### src/fpdl_pkg.sv
`timescale 1ns / 1ps
package fpdl_pkg;

  localparam int MAX_INPUTS = 1024;
  localparam int ADDR_W     = $clog2(MAX_INPUTS);
  localparam int LEN_W      = ADDR_W + 1;
  localparam int DATA_W     = 16;
  localparam int ACC_W      = 32;
  localparam int NUM_W      = 10;
  localparam int SHIFT_W    = 4;
  localparam int IPN_W      = 11;
  localparam int CFG_W      = 11;
  localparam int Q_DEPTH    = 4;
  localparam int Q_PTR_W    = $clog2(Q_DEPTH);
  localparam int Q_CNT_W    = Q_PTR_W + 1;

  typedef enum logic [1:0] {
    CFG_FRAC_SHIFT = 2'd0,
    CFG_INPUTS     = 2'd1,
    CFG_RELU       = 2'd2
  } cfg_idx_t;

  typedef enum logic {
    CMD_LOAD   = 1'b0,
    CMD_WEIGHT = 1'b1
  } cmd_t;

  // Settings seen by front and back; len is already clamped to 1..MAX_INPUTS.
  typedef struct packed {
    logic [SHIFT_W-1:0] frac_shift;
    logic [LEN_W-1:0]   len;
    logic               relu;
  } cfg_t;

  // One classified operation between front and back.
  typedef struct packed {
    cmd_t               cmd;
    logic [ADDR_W-1:0]  addr;
    logic [DATA_W-1:0]  data;
    logic [DATA_W-1:0]  bias;
    logic               last;
  } op_t;

endpackage

### src/fpdl_cmd_q.sv
`timescale 1ns / 1ps
module fpdl_cmd_q
  import fpdl_pkg::*;
(
  input  logic clk,
  input  logic rst_n,
  input  logic push,
  input  op_t  din,
  output logic full,
  input  logic pop,
  output op_t  dout,
  output logic empty
);

  op_t                slot_r [Q_DEPTH];
  logic [Q_PTR_W-1:0] wr_r, wr_nxt;
  logic [Q_PTR_W-1:0] rd_r, rd_nxt;
  logic [Q_CNT_W-1:0] cnt_r, cnt_nxt;
  logic               do_push, do_pop;

  assign full    = (cnt_r == Q_CNT_W'(Q_DEPTH));
  assign empty   = (cnt_r == '0);
  assign dout    = slot_r[rd_r];
  assign do_push = push && !full;
  assign do_pop  = pop && !empty;

  always_comb begin
    wr_nxt  = do_push ? wr_r + 1'b1 : wr_r;
    rd_nxt  = do_pop ? rd_r + 1'b1 : rd_r;
    cnt_nxt = cnt_r;
    if (do_push && !do_pop) begin
      cnt_nxt = cnt_r + 1'b1;
    end else if (do_pop && !do_push) begin
      cnt_nxt = cnt_r - 1'b1;
    end
  end

  always_ff @(posedge clk) begin
    if (!rst_n) begin
      wr_r  <= '0;
      rd_r  <= '0;
      cnt_r <= '0;
    end else begin
      wr_r  <= wr_nxt;
      rd_r  <= rd_nxt;
      cnt_r <= cnt_nxt;
    end
  end

  always_ff @(posedge clk) begin
    if (do_push) begin
      slot_r[wr_r] <= din;
    end
  end

endmodule

### config.mk
export PLATFORM = sky130hd
export DESIGN_NAME = fpdl_cmd_q
export DESIGN_NICKNAME = d
export VERILOG_FILES = /design/src/fpdl_pkg.sv /design/src/fpdl_cmd_q.sv
export SDC_FILE = /design/constraint.sdc
export NUM_CORES = 1
export LEC_CHECK = 0
export BUFFER_PORTS_ARGS = -buffer_cell sky130_fd_sc_hd__buf_2
export CAP_MARGIN = 5
export CORE_MARGIN = 5
export CORE_UTILIZATION = 35
export DETAILED_ROUTE_END_ITERATION = 7
export SLEW_MARGIN = 20
export SYNTH_ARGS = -nofsm -noshare
export SYNTH_HDL_FRONTEND = slang
export SYNTH_SLANG_ARGS = --single-unit
### constraint.sdc
create_clock -name clk -period 2.79 [get_ports clk]
set_clock_uncertainty 0.05 [all_clocks]
set_input_delay 0.4185 -clock clk [delete_from_list [all_inputs] [get_ports clk]]
set_output_delay 0.4185 -clock clk [all_outputs]
set_load 0.1 [all_outputs]
=== Yosys cells after proc, flatten, opt, wreduce, memory -nomap -nowiden ===
Memory sizes are Yosys's and may differ from the RTL's. A register that Yosys moved wholly into a read port is not among the register bits.
Cells that the tools add are included.

* Memories kept: 1
* Register bits after elaboration: 7
* Word-level logic and storage cells: 25
* Latch bits: 0
* Input port bits: 48
* Output and inout port bits: 46
* Memory bits (writable): 176
* Bits in read-only memories: 0

* Multipliers: 0
* Shifts and indexed selects: 0
* Divide/modulo/power cells: 0
* Magnitude comparators: 0
* Add/subtract/negate cells: 4
* Equal/unequal tests: 1
* Multiplexer cells: 6
* Reductions and logical operators: 10
* Bitwise logic cells: 0

{| class="wikitable"
|+ Memory list
! memory !! words !! bits a word !! read ports !! clocked after memory_dff !! write ports !! RTL line !! RTL
|-
| slot_r || 4 || 44 || 1 || 1 || 1 || fpdl_cmd_q.sv:15 || <nowiki>op_t slot_r [Q_DEPTH];</nowiki>
|}

{| class="wikitable"
|+ Operators with widths
! kind !! count
|-
| $mux 3 || 2
|-
| $add 2x1->2 const B || 2
|-
| $logic_and 1x1->1 || 4
|-
| $logic_not 1->1 || 4
|-
| $mux 2 || 2
|-
| $add 3x1->3 const B || 1
|-
| $eq 3x3->1 const B || 1
|-
| $logic_not 3->1 || 1
|-
| $sub 3x1->3 const B || 1
|-
| $mux 1 || 2
|-
| $reduce_bool 2->1 || 1
|}

=== Depth between registers and ports, before layout ===
Gate-level depths: netlist of run 1.

* Depth in word-level cells: 7
* Mapped depth: 9
* Gate-level depth less buffers: 8

=== Least setup slack after synthesis of run 1 ===
Ideal clock, no wire load.

* Path kind: register to register
* Start: register cnt_r[2]
* End: memory slot_r[0][0] (netlist name), enable pin
* Buffers on the path: 1
* Slack: -0.265 ns
* Arrival: 2.546 ns
* Period minus slack after synthesis: 3.055 ns
* Required time: 2.281 ns
* Setup time: 0.459 ns
* Cell stages (with the launch flop): 5
* Cells stage by stage: dfxtp_1 > nor3b_2 > nor2b_1 > buf_2 > and2_1

* Longest elaborated chain between the ends: 5

{| class="wikitable"
|+ Ends and longest elaborated chain
! element !! RTL line !! RTL
|-
| start, declared || fpdl_cmd_q.sv:18 || <nowiki>logic [Q_CNT_W-1:0] cnt_r, cnt_nxt;</nowiki>
|-
| start signal, assigned || fpdl_cmd_q.sv:46 || <nowiki>cnt_r <= cnt_nxt;</nowiki>
|-
| $eq 3x3->1 || fpdl_cmd_q.sv:21 || <nowiki>assign full = (cnt_r == Q_CNT_W'(Q_DEPTH));</nowiki>
|-
| named net full || fpdl_cmd_q.sv:9 || <nowiki>output logic full,</nowiki>
|-
| $logic_not 1->1 || fpdl_cmd_q.sv:24 || <nowiki>assign do_push = push && !full;</nowiki>
|-
| $logic_and 1x1->1 || fpdl_cmd_q.sv:24 ||
|-
| named net do_push || fpdl_cmd_q.sv:19 || <nowiki>logic do_push, do_pop;</nowiki>
|-
| $mux 1 || fpdl_cmd_q.sv:51 || <nowiki>if (do_push) begin</nowiki>
|-
| $mux 1 (not written as such) || fpdl_cmd_q.sv:52 || <nowiki>slot_r[wr_r] <= din;</nowiki>
|-
| end, declared || fpdl_cmd_q.sv:15 ||
|}

The timed path passes the listed nets, and every way through them passes these cells.

==> results of run 1 <==
-- placed cells by master (no fill, tap or decap), types with 4 or more instances in the layout --
master	n
and2_1	4
and2_2	4
buf_2	93
buf_4	9
clkbuf_16	17
dfxtp_1	7
edfxtp_1	176
ha_1	5
inv_6	4
mux4_1	4
mux4_2	40
nand2_1	4
-- flip-flops by register name, summed over array words and instances (netlist names), named ones only --
| name | flops |
|---|---|
| cnt_r | 3 |
| rd_r | 2 |
| slot_r | 176 |
| wr_r | 2 |
-- logic make-up after synthesis --
family / Yosys count
DFF: 185
muxes: 47
and+or+nand+nor: 17
buffers and inverters: 15
adders and majority gates: 6
AOI/OAI and AO/OA: 4
xor gates and xnor gates: 4
-- final cells by class --
cell class	instances	area, sq um
clock inverter	13	166
tap	265	332
inverter	3	11.3
timing repair buffer	105	593
multi-input combinational	78	1310
sequential	185	5470
antenna	1	2.50
clock buffer	18	429
fill	1711	11100
-- metal layers --
layer,track usage,up-vias
li1,-,1394
met1,0.151,1647
met2,0.189,68
met3,0.0373,12
met4,0.0384,2
met5,0,-
-- worst paths after layout --
check | end | cells past startpoint | slack [ns] | from
worst min-delay path | slot_r[1][35]$_DFFE_PP_ | 1 | 0.17 | din[35]
worst min register to register | wr_r[0]$_SDFFE_PN0P_ | 2 | 0.46 | wr_r[0]$_SDFFE_PN0P_
worst max register to register | cnt_r[2]$_SDFFE_PN0P_ | 9 | 0.51 | cnt_r[0]$_SDFFE_PN0P_
worst max-delay path | dout[28] | 3 | 0.22 | flop
-- worst register-to-register path, stage by stage, from the launching register on --
cell,delay (ns)
dfxtp_1,0.53
nor3b_4,0.08
nor2b_1,0.12
buf_4,0.16
ha_1,0.20
inv_1,0.07
fa_1,0.37
xor2_1,0.17
or3_1,0.30
a21boi_0,0.15
-- metrics by stage --
step           worst slack (ns)  hold WS, ns
4_1_cts                   0.144        0.139
6_report                  0.215        0.166
3_5_place_dp              0.516        0.455
3_3_place_gp              0.636        0.425
5_1_grt                  0.0922        0.137
2_1_floorplan             0.102        0.418
==> results by group, run 1 <==
Run status
  • Status: finished clean

Synth
  • Adder-Cell Fraction of Synth Area: 0.0120
  • Syn_nets: 332
  • YS warnings: 0
  • Synth top area share: 0.767
  • Post-Synth Simple-Gate Area: 0.0147
  • Xor and xnor area share after synthesis: 0.00508
  • Seq/Total Area, Yosys: 0.793
  • Synth cell types: 25
  • Cell with the most instances after synthesis: edfxtp_1
  • Syn Area/Cell: 24.8 sq um
  • Gate Count Post-Synth: 278
  • Synth async-reset ratio: 0
  • Main area contributors after synthesis: edfxtp_1, mux4_2, dfxtp_1
  • Synth Area in Compound Gates: 0.00490
  • Post-synthesis mux area share: 0.150
  • Commonest cells post-synth: edfxtp_1, mux4_2, dfxtp_1, and2_1
  • Mapped Area: 6890 sq um
  • Main synth FF type: edfxtp_1
  • Post-synth EDFFs: 176
  • Main combinational cell family by area after synthesis: multiplexers
  • Yosys top cell by area: edfxtp_1
  • FF+latch count, synth: 185

Finish
  • Cell area after layout: 8310 sq um
  • Final instance count without filler cells: 668
  • Area growth syn-to-layout: 20.6%
  • Layout cells sized above 1: 0.455
  • Post-layout util: 0.428
  • Final nets: 444

Detailed routing
  • Final ANT Viol Nets: 0
  • TritonRoute pass-1 iters: 4
  • Met3 wire len: 573 um
  • M1 WL: 5420 um
  • Avg Vias per Cell: 4.68
  • Number of remaining DRC errors: 0
  • DRT Wirelength: 12500 um
  • Via Count: 3123
  • Top Layer Used: met5
  • DR WL/cell: 18.7 um
  • Met2 WL: 6350 um
  • First-iteration detailed-routing DRC count: 195

Placement
  • Placed cell area: 7710 sq um
  • Routability cong.: 0.719
  • PortBufs: 93
  • Placed insts: 636
  • DP HPWL: 7590 um

Clocking
  • CTS tree: built
  • Clock root cell: clkbuf_16
  • TritonCTS Buffers: 17
  • H-tree levels: 4
  • Hold-fix buffers at CTS: 0
  • Clock-pin slew on the worst setup and hold paths: 0.07 ns
  • Clk Latency, worst-skew pair: 0.41 ns
  • Postcts setup bufs: 0
  • Clock sink total: 185
  • Post-cts resize count: 0
  • CTS max path bufs: 2

GRT
  • Initial antenna violation count: 1
  • Tot GR Track Use: 0.117
  • Global route overflow: 0
  • Largest net degree at the start of global routing: 45
  • Vias in the first global route: 3489
  • First-pass GRT wire length: 19500 um

Timing
  • Slew Viols, Final: 0
  • F_max: 388 MHz
  • Final period util: 0.923
  • Setup TNS: 0 ns
  • Slew Limit Headroom: 0.664
  • Min Clock Period, post-route: 2.57 ns
  • Worst slew pin tran: 0.507 ns
  • RSZ-0062 raised after global routing: false
  • Final Hold Viols: 0
  • Final setup viols: 0

Critical path
  • Crit Path Max Fanout: 15
  • CP max stage cell: dfxtp_4
  • Crit path capture type: primary output
  • Crit Path Class: flop to primary output
  • CP cell instances: buf_12 > mux4_1 > buf_2
  • Data required, critical path: 2.32 ns
  • CP max stage delay: 0.57 ns
  • WP data arrival: 2.11 ns
  • CP startpoint kind: flop
  • CP delay by family, top: flip-flops
  • WP buf/inv: 2

Run
  • Max-Cap Viols: 0

Worst hold path
  • Hold Crit Class: input port to flop

Die
  • Horiz. Die Dim: 150 um
  • Die area: 22600 sq um
  • Total core area: 19400 sq um
  • Die height: 150 um
  • Starting Density: 0.355
  • IO Count: 94
  • # rows: 51
Power of run 1 is left out: the tool's default activity adds up to more than one toggle a clock period on the data nets, which glitch-free logic cannot reach.
==> run 2: changes to the inputs <==
- CTS_BUF_LIST: unset -> sky130_fd_sc_hd__clkbuf_8 sky130_fd_sc_hd__clkbuf_16
==> results by group, run 2 (synthesis gave the netlist of run 1 again) <==
Detailed routing
  • DR WL/cell: 18.7 um (about the same)
  • Number of remaining DRC errors: 0 (unchanged)
  • TritonRoute pass-1 iters: 4 (unchanged)
  • Via Count: 3120 (-0.096%)
  • Avg Vias per Cell: 4.67 (about the same)
  • Final ANT Viol Nets: 0 (unchanged)
  • DRT Wirelength: 12500 um (about the same)
  • First-iteration detailed-routing DRC count: 196 (+0.51%)

GRT
  • First-pass GRT wire length: 19500 um (unchanged)
  • Global route overflow: 0 (unchanged)
  • Tot GR Track Use: 0.117 (unchanged)
  • Largest net degree at the start of global routing: 45 (unchanged)
  • Vias in the first global route: 3489 (unchanged)
  • Initial antenna violation count: 1 (unchanged)

Finish
  • Largest regs: slot_r: 176 flops, cnt_r: 3 flops
  • Layout cells sized above 1: 0.455 (unchanged)
  • Largest Register: slot_r
  • Most common cell after layout, fill and taps aside: edfxtp_1
  • Area growth syn-to-layout: 20.6% (unchanged)
  • Final nets: 444 (unchanged)
  • Post-layout util: 0.428 (unchanged)
  • Fillers: 1711 (unchanged)
  • Commonest non-fill, non-tap cells in the layout: edfxtp_1, buf_2, mux4_2, clkbuf_16, buf_4
  • Cell area after layout: 8310 sq um (unchanged)
  • Max reg flops: 176 (unchanged)

Worst hold path
  • Worst Hold Path EP: slot_r[1][35]$_DFFE_PP_
  • Hold path depth: 1 (unchanged)
  • HP Start: din[35]
  • Hold Crit Class: input port to flop

Timing
  • Final setup viols: 0 (unchanged)
  • RSZ-0062 raised after global routing: false
  • F_max: 388 MHz (unchanged)
  • Min Clock Period, post-route: 2.57 ns (unchanged)
  • Final worst setup slack: 0.215 ns (unchanged)
  • Slew Viols, Final: 0 (unchanged)
  • Final period util: 0.923 (unchanged)
  • Setup TNS: 0 ns (unchanged)
  • Final Hold Viols: 0 (unchanged)
  • Worst slew pin tran: 0.507 ns (unchanged)
  • Slew Limit Headroom: 0.664 (unchanged)

Die
  • Starting Density: 0.355 (unchanged)
  • # rows: 51 (unchanged)
  • Total core area: 19400 sq um (unchanged)
  • Horiz. Die Dim: 150 um (unchanged)
  • IO Count: 94 (unchanged)
  • Die area: 22600 sq um (unchanged)
  • Die height: 150 um (unchanged)

Placement
  • Dpl ws: 0.516 ns (unchanged)
  • Routability cong.: 0.719 (unchanged)
  • Placed cell area: 7710 sq um (unchanged)
  • PortBufs: 93 (unchanged)
  • DP HPWL: 7590 um (unchanged)

Clocking
  • Post-cts resize count: 0 (unchanged)
  • Clock-pin slew on the worst setup and hold paths: 0.07 ns (about the same)
  • Clock root cell: clkbuf_16
  • Hold-fix buffers at CTS: 0 (unchanged)
  • H-tree levels: 4 (unchanged)
  • CTS max path bufs: 2 (unchanged)
  • TritonCTS Buffers: 17 (unchanged)
  • CTS tree: built
  • Clk Latency, worst-skew pair: 0.41 ns (about the same)
  • Clock sink total: 185 (unchanged)
  • Postcts setup bufs: 0 (unchanged)

Run status
  • Status: finished clean

Critical path
  • Reg2reg setup slack: 0.51 ns (about the same)
  • WP data arrival: 2.11 ns (about the same)
  • Cells on worst reg2reg path: 9 (unchanged)
  • Worst r2r dst: cnt_r[2]$_SDFFE_PN0P_
  • Reg2Reg Launch Point: cnt_r[0]$_SDFFE_PN0P_
  • Crit Path Class: flop to primary output
  • Data required, critical path: 2.32 ns (about the same)
  • Crit Path Max Fanout: 15 (unchanged)
  • CP startpoint kind: flop
  • Crit path capture type: primary output

Run
  • Max-Cap Viols: 0 (unchanged)
-- run 2: worst max path at each step --
stage | slack (ns) | to | startpoint
after floorplan | 0.10 | slot_r[0][0]$_DFFE_PP_ | cnt_r[2]$_SDFFE_PN0P_
after global routing | 0.09 | dout[38] | flop
final | 0.22 | dout[28] | flop
after global placement | 0.64 | dout[28] | flop
after detailed placement | 0.52 | cnt_r[2]$_SDFFE_PN0P_ | cnt_r[0]$_SDFFE_PN0P_
after CTS | 0.14 | dout[28] | flop
-- run 2: final cells by class --
| cell class | instances | area [sq um] | area share |
|---|---|---|---|
| flip-flops and latches | 185 | 5470 | 0.658 |
| clock buffers | 17 | 425 | 0.0512 |
| multi-input cells | 78 | 1310 | 0.157 |
| clock inverters | 14 | 170 | 0.0205 |
| repair buffers | 105 | 593 | 0.0714 |
| well taps | 265 | 332 | 0.0399 |
| diodes | 1 | 2.50 | 0.000301 |
| inverters | 3 | 11.3 | 0.00136 |
-- run 2: layer usage --
| metal | track usage | up-vias | share of wire |
|---|---|---|---|
| met2 | 0.189 | 68 | 0.51 |
| met3 | 0.0373 | 12 | 0.046 |
| met5 | 0 | - | 0.0010 |
| met1 | 0.151 | 1644 | 0.43 |
| li1 | - | 1394 | - |
| met4 | 0.0384 | 2 | 0.012 |
-- run 2: worst max-delay path, stage by stage (launching register included) --
cell     delay, ns
dfxtp_4       0.57
buf_12        0.24
mux4_1        0.57
buf_2         0.31
-- run 2: per-stage QoR --
step,cells,hold slack [ns]
2_1_floorplan,278,0.418
3_3_place_gp,636,0.425
3_5_place_dp,636,0.455
4_1_cts,667,0.139
5_1_grt,667,0.137
6_report,668,0.166
Power of run 2 is left out for the same reason.
