## config.mk

```make
export PLATFORM = sky130hd
export DESIGN_NAME = fpdl_front
export DESIGN_NICKNAME = d
export VERILOG_FILES = /design/src/fpdl_pkg.sv /design/src/fpdl_front.sv
export SDC_FILE = /design/constraint.sdc
export NUM_CORES = 1
export LEC_CHECK = 0
export ABC_AREA = 1
export BUFFER_PORTS_ARGS = -buffer_cell sky130_fd_sc_hd__buf_4
export CORE_MARGIN = 4
export CORE_UTILIZATION = 50
export CTS_BUF_LIST = sky130_fd_sc_hd__clkbuf_8 sky130_fd_sc_hd__clkbuf_16
export CTS_CLUSTER_SIZE = 14
export DETAILED_ROUTE_END_ITERATION = 6
export MAX_ROUTING_LAYER = met4
export PLACE_DENSITY = 0.91
export SLEW_MARGIN = 0
export SYNTH_ARGS = -nofsm -noshare
export SYNTH_HDL_FRONTEND = slang
export SYNTH_SLANG_ARGS = --single-unit
```

## constraint.sdc

```tcl
create_clock -name clk -period 5.2 [get_ports clk]
set_input_delay 0.52 -clock clk [delete_from_list [all_inputs] [get_ports clk]]
set_output_delay 0.52 -clock clk [all_outputs]
set_load 0.02 [all_outputs]
```

## src/fpdl_pkg.sv

```systemverilog
`timescale 1ns / 1ps
package fpdl_pkg;

  localparam int MAX_INPUTS = 1024;
  localparam int ADDR_W     = $clog2(MAX_INPUTS);
  localparam int LEN_W      = ADDR_W + 1;
  localparam int DATA_W     = 16;
  localparam int ACC_W      = 32;
  localparam int NUM_W      = 10;
  localparam int SHIFT_W    = 4;
  localparam int IPN_W      = 11;
  localparam int CFG_W      = 11;
  localparam int Q_DEPTH    = 4;
  localparam int Q_PTR_W    = $clog2(Q_DEPTH);
  localparam int Q_CNT_W    = Q_PTR_W + 1;

  typedef enum logic [1:0] {
    CFG_FRAC_SHIFT = 2'd0,
    CFG_INPUTS     = 2'd1,
    CFG_RELU       = 2'd2
  } cfg_idx_t;

  typedef enum logic {
    CMD_LOAD   = 1'b0,
    CMD_WEIGHT = 1'b1
  } cmd_t;

  // Settings seen by front and back; len is already clamped to 1..MAX_INPUTS.
  typedef struct packed {
    logic [SHIFT_W-1:0] frac_shift;
    logic [LEN_W-1:0]   len;
    logic               relu;
  } cfg_t;

  // One classified operation between front and back.
  typedef struct packed {
    cmd_t               cmd;
    logic [ADDR_W-1:0]  addr;
    logic [DATA_W-1:0]  data;
    logic [DATA_W-1:0]  bias;
    logic               last;
  } op_t;

endpackage

```

## src/fpdl_front.sv

```systemverilog
`timescale 1ns / 1ps
module fpdl_front
  import fpdl_pkg::*;
(
  input  logic              clk,
  input  logic              rst_n,
  input  cfg_t              cfg,
  input  logic              accept,
  input  logic              in_command,
  input  logic [DATA_W-1:0] in_activation,
  input  logic [DATA_W-1:0] in_weight,
  input  logic [DATA_W-1:0] in_bias,
  output op_t               op
);

  logic [ADDR_W-1:0] lp_r, lp_nxt;
  logic [ADDR_W-1:0] wp_r, wp_nxt;
  logic [ADDR_W-1:0] ptr_eff;
  logic [LEN_W-1:0]  ptr_inc;
  logic              wrap;

  // Restart a pointer left beyond a shortened neuron length before use.
  always_comb begin
    if (in_command == CMD_LOAD) begin
      ptr_eff = ({1'b0, lp_r} >= cfg.len) ? '0 : lp_r;
    end else begin
      ptr_eff = ({1'b0, wp_r} >= cfg.len) ? '0 : wp_r;
    end
    ptr_inc = {1'b0, ptr_eff} + 1'b1;
    wrap    = (ptr_inc >= cfg.len);

    lp_nxt = lp_r;
    wp_nxt = wp_r;
    if (accept) begin
      if (in_command == CMD_LOAD) begin
        lp_nxt = wrap ? '0 : ptr_inc[ADDR_W-1:0];
      end else begin
        wp_nxt = wrap ? '0 : ptr_inc[ADDR_W-1:0];
      end
    end

    op.cmd  = cmd_t'(in_command);
    op.addr = ptr_eff;
    op.data = (in_command == CMD_LOAD) ? in_activation : in_weight;
    op.bias = in_bias;
    op.last = (in_command == CMD_WEIGHT) && wrap;
  end

  always_ff @(posedge clk) begin
    if (!rst_n) begin
      lp_r <= '0;
      wp_r <= '0;
    end else begin
      lp_r <= lp_nxt;
      wp_r <= wp_nxt;
    end
  end

endmodule

```

* Word-level counts from Yosys, hierarchy flattened
Cells that the tools add are included.
** Word-level totals
- Output and inout port bits :: 44
- Register bits after elaboration :: 20
- Word-level logic and storage cells :: 15
- Bits of input ports :: 68
** Operators by class
- Mux-type cells :: 5
- Bitwise logic cells :: 1
- Reduce and logical (&&, ||, !) cells :: 3
- Order comparisons :: 3
- Add/subtract/negate cells :: 1
** Operator list (count)
- two-way mux 10 bit :: 4
- greater-or-equal comparator 10 x 11 -> 1 bit :: 2
- two-way mux 16 bit :: 1
- adder 10 x 1 -> 11 bit (second input constant) :: 1
- greater-or-equal comparator 11 bit :: 1
- AND reduction 2 bit :: 2
- logical AND 1 bit :: 1
- NOT 1 bit :: 1

* Longest topological paths before layout
Gate-level depths: netlist (run 1).
- Depth in word-level cells :: 6
- Mapped depth :: 27
- Gate-level depth less buffers :: 26

* Worst setup path before layout (run 1)
Ideal clock, no wire load.
- Kind :: in2out
- Start point :: input port cfg[3] (netlist bit)
- End point :: output port op[0] (netlist bit)
- Data arrival time :: 3.449 ns
- Slack :: 1.231 ns
- Cell stages on the path :: 23
- Path through :: inv_1 -> ha_1 -> nand2_1 -> nand2_1 -> nor2_1 -> nor2_4 -> nor2_8 -> nand3_1 -> nand2_1 -> ha_1 -> nand2_2 -> nor2_4 -> nand2_1 -> nand2_1 -> inv_1 -> ha_1 -> a21oi_1 -> o21ai_0 -> nand2_1 -> o211ai_1 -> a311oi_1 -> buf_2 -> nor2_1
** RTL lines
- start: declaration :: RTL line fpdl_front.sv:7 : input cfg_t cfg,
- end: declaration :: RTL line fpdl_front.sv:13 : output op_t op

==> flow_summary.toml, run 1 <==
[worst_setup_path]
cp.arrival_ns = 4.09
cp-start-kind = "input pin"
crit_type = "in -> out"
required_ns = 4.68
crit_fanout = 9
r2r_cells = 24
cp-end-kind = "output port"

[synthesis]
syn_nets = 489
synth_edf_count = 0
synth-compound-area-share_pct = 13.6
syn_area_mm2 = 0.00248
ys_ff_latch = 20
synth_simple_gate_area_share_pct = 40.1
synthTopCellsByArea = "nand2_1 (19%), dfxtp_1 (16%), ha_1 (16%)"
yosysSeqAreaShare_pct = 16.2
ys_warn_count = 0
syn_avg_cell_area_um2 = 6.37
synth_adder_area_share_pct = 16.2
synth_top_family_by_area = "simple AND/OR/NAND/NOR gates"
ys.flop_type = "dfxtp_1"
async_reset_ff_share_pct = 0
yosysUniqueCellTypes = 32
yosysTopAreaCell = "nand2_1"
synth_top_area_share_pct = 19.2
synthMuxAreaShare_pct = 0
synth-xor-area-share_pct = 0.354
syn_inst = 389

[floorplanning]
die_h_um = 78.4
fp-row-count = 25
initial_core_util_pct = 52.1
die_w_um = 78.4
io_pins = 112
die_area_mm2 = 0.00614
core_area_mm2 = 0.00475

[global_routing]
grt_max_degree = 32
grt_pass1_wl_mm = 11.3
grt_pass1_vias = 2635
antenna_found_initial = 0
grt_usage_pct = 23.3
overflow = 0

[pwr]
p_leak_nw = 1.64
peakVddDrop_mv = 0.0804
power.density_mw_per_mm2 = 167
total_power_uw = 500

[clock_tree]
clockBufferDepth = 2
clk_pin_slew_ns = 0.07
cts_hold_buf = 0
cts_buffers = 3
cts_tree = "built"
cts_root_buf = "clkbuf_8"
cts_resized = 0
clkLatencyLatePin_ns = 0.26
cts.sinks = 20
h-tree-depth = 1
post_cts_buffers = 0

[sta]
period_needed_ns = 4.61
final.period_utilization_pct = 88.7
slew_headroom_pct = 19.3
fin_worst_skew_ns = 0.00739
tightestPinTransition_ns = 1.21
hold_viol = 0
grt_setup_unrepaired = "no"
fin_tns_setup_ns = 0
setup_violations = 0
fmax_mhz = 217
slew_viol_final = 0

[finish]
final_net_count = 541
fillers = 436
n_antenna_cell = 0
syn_to_final_growth_pct = 21.0
post-route-util_pct = 63.1
drive_above_1_share_pct = 26.0

[routing]
dr_total_vias = 2688
via_per_inst = 5.31
ant_nets = 0
first_pass_iters = 5
wl_mm = 7.07
drc_errors = 0
drt_iter0_drc = 248
wire_per_inst_um = 14.0

[flow_run]
drv_cap = 0

[hold_path]
holdPathStages = 2
hold_path_class = "reg -> reg"

[outcome]
status = "complete, no violations"

[placed_design]
globalplace.congestion = 0.924
dpl.hpwl_mm = 5.67
numPortBuffers = 74
[worst max-delay path, cell delays in order]
cell and delay (ns):
buf_4 0.08, inv_1 0.07, ha_1 0.31, nand2_1 0.07, nor2_1 0.25, nand2_2 0.12, nor2_4 0.15, nor2_8 0.08
nand3_1 0.13, nand2_2 0.11, ha_1 0.23, nand2_2 0.14, nor2_4 0.07, nand2_1 0.06, nand2_1 0.06, nand2_1 0.05
inv_1 0.04, ha_1 0.30, a21oi_1 0.15, o21ai_0 0.10, nand2_1 0.07, o211ai_1 0.09, a311oi_1 0.57, nor2_1 0.09
buf_4 0.19
[registers in the layout, indices dropped and copies added, names as in the netlist]
signal / cells
lp_r: 10
wp_r: 10
[through the flow]
step,hold WS (ns),instances,setup slack [ns],area (um2)
6_report,0.546,506,0.587,3000
5_1_grt,0.584,506,0.287,3000
4_1_cts,0.550,506,0.716,3000
3_5_place_dp,0.530,503,0.722,2960
3_3_place_gp,0.527,503,0.812,2960
2_1_floorplan,0.505,389,1.23,2480
[synthesized netlist by cell type (2+ instances only)]
cell and number:
nand2_1 127, inv_1 38, ha_1 32, a21oi_1 28
o21ai_0 22, dfxtp_1 20, nor2_1 20, buf_4 17
nand3_1 16, clkbuf_1 9, nand3b_1 9, nand2_2 8
nand2_4 5, nor2_4 5, inv_2 4, nand4_1 4
nand3_2 3, o21ai_2 3, and2_1 2, buf_2 2
nor2_2 2, nor2_8 2, o21ai_4 2
[power breakdown]
part / leakage [nW] / switching, mW / total (mW) / internal [mW]
clock: 0.0216 / 0.0498 / 0.101 / 0.0516
combinational: 1.45 / 0.133 / 0.226 / 0.0934
sequential: 0.165 / 0.00856 / 0.172 / 0.163
total: 1.64 / 0.191 / 0.500 / 0.308
[cell families after synthesis]
group                    count (synthesis)
adder cells (fa/ha/maj)                 32
AND/OR/NAND/NOR                        205
flip-flops                              20
AO/OA/AOI/OAI                           59
buffers and inverters                   72
XOR/XNOR                                 1
[layer usage]
metal	GRT usage (%)	up-vias	wire length, um
met1	28.2	1202	2930
met3	3.44	24	587
met4	6.64	0	134
met5	-	-	0
li1	-	1335	-
met2	40.4	127	3420
[final timing paths]
kind	startpoint	end	slack, ns
worst max-delay path	cfg[7]	op[0]	0.59
worst min-delay path	lp_r[0]$_SDFFE_PN0P_	lp_r[0]$_SDFFE_PN0P_	0.55
worst max register to register	lp_r[6]$_SDFFE_PN0P_	lp_r[4]$_SDFFE_PN0P_	1.02
worst min register to register	lp_r[0]$_SDFFE_PN0P_	lp_r[0]$_SDFFE_PN0P_	0.55
[final cells by class]
class                      count  area [um2]  share of cell area, %
tap                           67        83.8                   2.80
sequential                    20         400                   13.4
timing repair buffer          76         571                   19.0
inverter                      43         161                   5.38
multi-input combinational    297        1740                   58.1
clock buffer                   3        41.3                   1.38
[placed cells by master (no fill, tap or decap), drive strengths merged]
cell type	count
nand2	140
nand3	19
xor2	1
o211ai	1
dfxtp	20
nand4	4
o21ai	28
nor3	1
clkinv	1
a21oi	28
and2	2
clkbuf	3
or2	1
buf	76
inv	42
a311oi	1
ha	32
nand3b	9
o21bai	1
nor2	29
No activity file was read; power rests on OpenSTA's default activity.
==> inputs of run 2 (changes only) <==
--- a/config.mk
+++ b/config.mk
@@ -7,13 +7,13 @@
 export LEC_CHECK = 0
 export ABC_AREA = 1
 export BUFFER_PORTS_ARGS = -buffer_cell sky130_fd_sc_hd__buf_4
-export CORE_MARGIN = 4
+export CORE_MARGIN = 3
 export CORE_UTILIZATION = 50
 export CTS_BUF_LIST = sky130_fd_sc_hd__clkbuf_8 sky130_fd_sc_hd__clkbuf_16
 export CTS_CLUSTER_SIZE = 14
 export DETAILED_ROUTE_END_ITERATION = 6
 export MAX_ROUTING_LAYER = met4
-export PLACE_DENSITY = 0.91
+export PLACE_DENSITY = 0.84
 export SLEW_MARGIN = 0
 export SYNTH_ARGS = -nofsm -noshare
 export SYNTH_HDL_FRONTEND = slang
==> flow_summary.toml, run 2 (same netlist as run 1, synthesis figures left out) <==
[finish]
fillers = 423
largestRegisters = "lp_r (10), wp_r (10)"
n_antenna_cell = 0
layout_commonest_cell = "nand2_1"
multiInputGateArea_mm2 = 0.00174
syn_to_final_growth_pct = 21.8
stdcell_area_mm2 = 0.00302
seqCellArea_um2 = 400
drive_above_1_share_pct = 26.3
layout_common_cells = "nand2_1 (127), buf_4 (77), inv_1 (38)"
final_net_count = 542

[worst_setup_path]
cp_top_family = "simple AND/OR/NAND/NOR gates"
slowest_stage = "a311oi_1"
required_ns = 4.68
cp.arrival_ns = 4.09
crit_top_cell = "nand2_1"
slowest_delay_ns = 0.51
crit_fanout = 9
critPathBufInv = 5
crit_type = "in -> out"
cp-end-kind = "output port"
cp-start-kind = "input pin"

[clock_tree]
cts_buffers = 3
clockBufferDepth = 2
clk_pin_slew_ns = 0.08
cts_hold_buf = 0
cts_tree = "built"
cts.sinks = 20
cts_root_buf = "clkbuf_8"
clkLatencyLatePin_ns = 0.27
h-tree-depth = 1
post_cts_buffers = 0
cts_resized = 0

[sta]
fin_tns_setup_ns = 0
setup_violations = 0
hold_viol = 0
final.period_utilization_pct = 88.6
grt_setup_unrepaired = "no"
tightestPinTransition_ns = 1.22
slew_headroom_pct = 18.1
period_needed_ns = 4.61
fin_worst_skew_ns = 0.00724
slew_viol_final = 0
fmax_mhz = 217

[placed_design]
place_area_mm2 = 0.00296
globalplace.congestion = 0.939
dpl.hpwl_mm = 5.57
numPortBuffers = 74

[floorplanning]
die_h_um = 76.4
die_area_mm2 = 0.00584
fp-row-count = 24
initial_core_util_pct = 54.3
die_w_um = 76.4
io_pins = 112
core_area_mm2 = 0.00456

[routing]
via_per_inst = 5.22
drc_errors = 0
wire_per_inst_um = 13.7
first_pass_iters = 4
wl_mm = 6.91
dr_total_vias = 2642
ant_nets = 0
drt_iter0_drc = 195

[outcome]
status = "complete, no violations"

[global_routing]
grt_pass1_wl_mm = 11.2
grt_usage_pct = 23.8
grt_max_degree = 32
grt_pass1_vias = 2453
antenna_found_initial = 0
overflow = 0

[pwr]
peakVddDrop_mv = 0.145
p_leak_nw = 1.65
power.density_mw_per_mm2 = 174

[hold_path]
hold_path_class = "reg -> reg"

[flow_run]
drv_cap = 0
## run 2: worst paths after layout
kind | endpoint | startpoint | depth (start not counted) | slack (ns)
min | lp_r[0]$_SDFFE_PN0P_ | lp_r[0]$_SDFFE_PN0P_ | 2 | 0.56
min reg2reg | lp_r[0]$_SDFFE_PN0P_ | lp_r[0]$_SDFFE_PN0P_ | 2 | 0.56
max | op[0] | cfg[5] | 26 | 0.59
max reg2reg | wp_r[4]$_SDFFE_PN0P_ | lp_r[6]$_SDFFE_PN0P_ | 25 | 1.15
## run 2: area by class of cell
| cell class | instances | area share (%) |
|---|---|---|
| repair buffers | 77 | 19.2 |
| well taps | 65 | 2.70 |
| flip-flops and latches | 20 | 13.3 |
| multi-input cells | 297 | 57.7 |
| inverters | 43 | 5.35 |
| clock buffers | 4 | 1.82 |
## run 2: stage by stage
stage                     worst slack (ns)  hold WS (ns)  utilization [%]  power, mW  std cells
final                                0.594         0.563             66.1      0.524        506
after global routing                 0.279         0.590             66.1      0.553        506
after CTS                            0.647         0.563             66.1      0.524        506
after detailed placement             0.684         0.543             64.9      0.397        502
after global placement               0.740         0.526             64.9      0.390        502
after floorplan                       1.23         0.505                -      0.331        389
## run 2: metal layers
layer  wire, um  GRT usage [%]  up-vias
met4         94           4.89        0
li1           -              -     1345
met3        416           3.66        8
met1       2950           30.1     1198
met5          0              -        -
met2       3450           40.3       91
## run 2: where the power goes
| part | internal, mW | switching, mW |
|---|---|---|
| registers | 0.163 | 0.00767 |
| logic | 0.0939 | 0.132 |
| clock network | 0.0676 | 0.0597 |
| total | 0.325 | 0.200 |
## run 2: tightest hold or removal path: stages, from the launching register on
cell and delay (ns):
dfxtp_1 0.32, o21ai_0 0.16, a21oi_1 0.05
==> inputs of run 3 (changes only) <==
--- a/config.mk
+++ b/config.mk
@@ -8,12 +8,11 @@
 export ABC_AREA = 1
 export BUFFER_PORTS_ARGS = -buffer_cell sky130_fd_sc_hd__buf_4
 export CORE_MARGIN = 3
-export CORE_UTILIZATION = 50
+export CORE_UTILIZATION = 30
 export CTS_BUF_LIST = sky130_fd_sc_hd__clkbuf_8 sky130_fd_sc_hd__clkbuf_16
 export CTS_CLUSTER_SIZE = 14
 export DETAILED_ROUTE_END_ITERATION = 6
 export MAX_ROUTING_LAYER = met4
-export PLACE_DENSITY = 0.84
 export SLEW_MARGIN = 0
 export SYNTH_ARGS = -nofsm -noshare
 export SYNTH_HDL_FRONTEND = slang
==> flow_summary.toml, run 3 (same netlist as run 1, synthesis figures left out) <==
[finish]
fillers = 847
layout_common_cells = "nand2_1 (127), buf_4 (78), inv_1 (38)"
drive_above_1_share_pct = 26.5
stdcell_area_mm2 = 0.00309
syn_to_final_growth_pct = 24.6
final_net_count = 543
n_antenna_cell = 0
layout_commonest_cell = "nand2_1"
largestRegisters = "lp_r (10), wp_r (10)"

[hold_path]
hold_path_class = "reg -> reg"

[global_routing]
grt_pass1_wl_mm = 11.4
overflow = 0
grt_pass1_vias = 2409
grt_max_degree = 32
antenna_found_initial = 0
grt_usage_pct = 14.9

[sta]
hold_slack_ns = 0.548
final.period_utilization_pct = 88.0
setup_violations = 0
slew_viol_final = 0
tightestPinTransition_ns = 0.718
grt_setup_unrepaired = "no"
fin_worst_skew_ns = 0.00570
fin_tns_setup_ns = 0
setup_slack_ns = 0.624
slew_headroom_pct = 51.8
hold_viol = 0
period_needed_ns = 4.58
fmax_mhz = 219

[routing]
top_layer = "met4"
wl_met2_mm = 3.16
routed-wl-met3_um = 444
first_pass_iters = 4
drt-met1-wl_mm = 3.14
wire_per_inst_um = 12.4
ant_nets = 0
drt_iter0_drc = 122
drc_errors = 0
wl_mm = 6.77
dr_total_vias = 2514
via_per_inst = 4.62

[floorplanning]
io_pins = 112
fp-row-count = 32
initial_core_util_pct = 31.4
die_area_mm2 = 0.00938
die_w_um = 96.9
die_h_um = 96.9
core_area_mm2 = 0.00789

[worst_setup_path]
crit_type = "in -> out"
crit_fanout = 9
rrSetupSlack_ns = 1.14
required_ns = 4.68
cp-start-kind = "input pin"
cp.arrival_ns = 4.06
cp-end-kind = "output port"

[placed_design]
place_area_mm2 = 0.00302
dpl.hpwl_mm = 5.49
globalplace.congestion = 0.894
dp_slack_ns = 0.641
numPortBuffers = 74

[clock_tree]
cts_resized = 0
clkLatencyLatePin_ns = 0.27
cts_buffers = 3
clockBufferDepth = 2
cts_root_buf = "clkbuf_8"
h-tree-depth = 1
cts_hold_buf = 0
clk_pin_slew_ns = 0.08
cts.sinks = 20
cts_tree = "built"
post_cts_buffers = 0

[outcome]
status = "complete, no violations"

[pwr]
power.density_mw_per_mm2 = 180
clockPowerShare_pct = 28.9
p_leak_nw = 1.66
peakVddDrop_mv = 0.0841
combPwrFrac_pct = 40.2
seq_power_share_pct = 30.9
p_sw_uw = 194
p_sw_share_pct = 35.1
internal_power_uw = 360

[flow_run]
drv_cap = 0
## run 3: cell type report
cell class / count / area, um2 / area share (%)
inverters: 43 / 161 / 5.23
flip-flops and latches: 20 / 400 / 13.0
clock inverters: 1 / 30.0 / 0.973
repair buffers: 78 / 586 / 19.0
well taps: 102 / 128 / 4.13
clock buffers: 3 / 41.3 / 1.34
multi-input cells: 297 / 1740 / 56.4
## run 3: per-layer routing
metal,GRT usage (%),vias to the layer above
met1,18.9,1090
li1,-,1341
met3,2.81,3
met5,-,-
met2,25.4,80
met4,1.62,0
## run 3: power by group through the flow
stage | Sequential [mW] | Clock, mW | Combinational [mW]
global route | 0.172 | 0.166 | 0.251
finish | 0.171 | 0.160 | 0.223
detailed placement | 0.174 | 0 | 0.223
floorplan | 0.172 | 0 | 0.159
CTS | 0.171 | 0.163 | 0.224
global placement | 0.174 | 0 | 0.221
## run 3: metrics by stage
stage | instances | util (%) | power (mW)
after floorplan | 389 | - | 0.331
after global placement | 540 | 38.2 | 0.396
after detailed placement | 540 | 38.2 | 0.397
after CTS | 544 | 39.1 | 0.558
after global routing | 544 | 39.1 | 0.590
final | 544 | 39.1 | 0.554
## run 3: path summary, 6_finish.rpt
check	start	endpoint	cells after the start
min reg2reg	lp_r[0]$_SDFFE_PN0P_	lp_r[0]$_SDFFE_PN0P_	2
min	lp_r[0]$_SDFFE_PN0P_	lp_r[0]$_SDFFE_PN0P_	2
max	cfg[7]	op[0]	26
max reg2reg	wp_r[6]$_SDFFE_PN0P_	wp_r[4]$_SDFFE_PN0P_	25
## run 3: critical path, stage by stage
cell	delay [ns]
buf_4	0.11
inv_1	0.10
ha_1	0.26
nand2_1	0.12
inv_1	0.07
nand2_1	0.06
nand2_1	0.04
nand2_1	0.05
nand2_1	0.06
inv_2	0.18
nand3_1	0.14
nand2_2	0.14
ha_1	0.19
nand2_2	0.11
nor2_4	0.17
nand2_1	0.09
nand2_1	0.07
inv_1	0.04
ha_1	0.30
a21oi_1	0.14
o21ai_0	0.10
nand2_1	0.06
o211ai_1	0.07
a311oi_1	0.58
nor2_1	0.08
buf_4	0.18
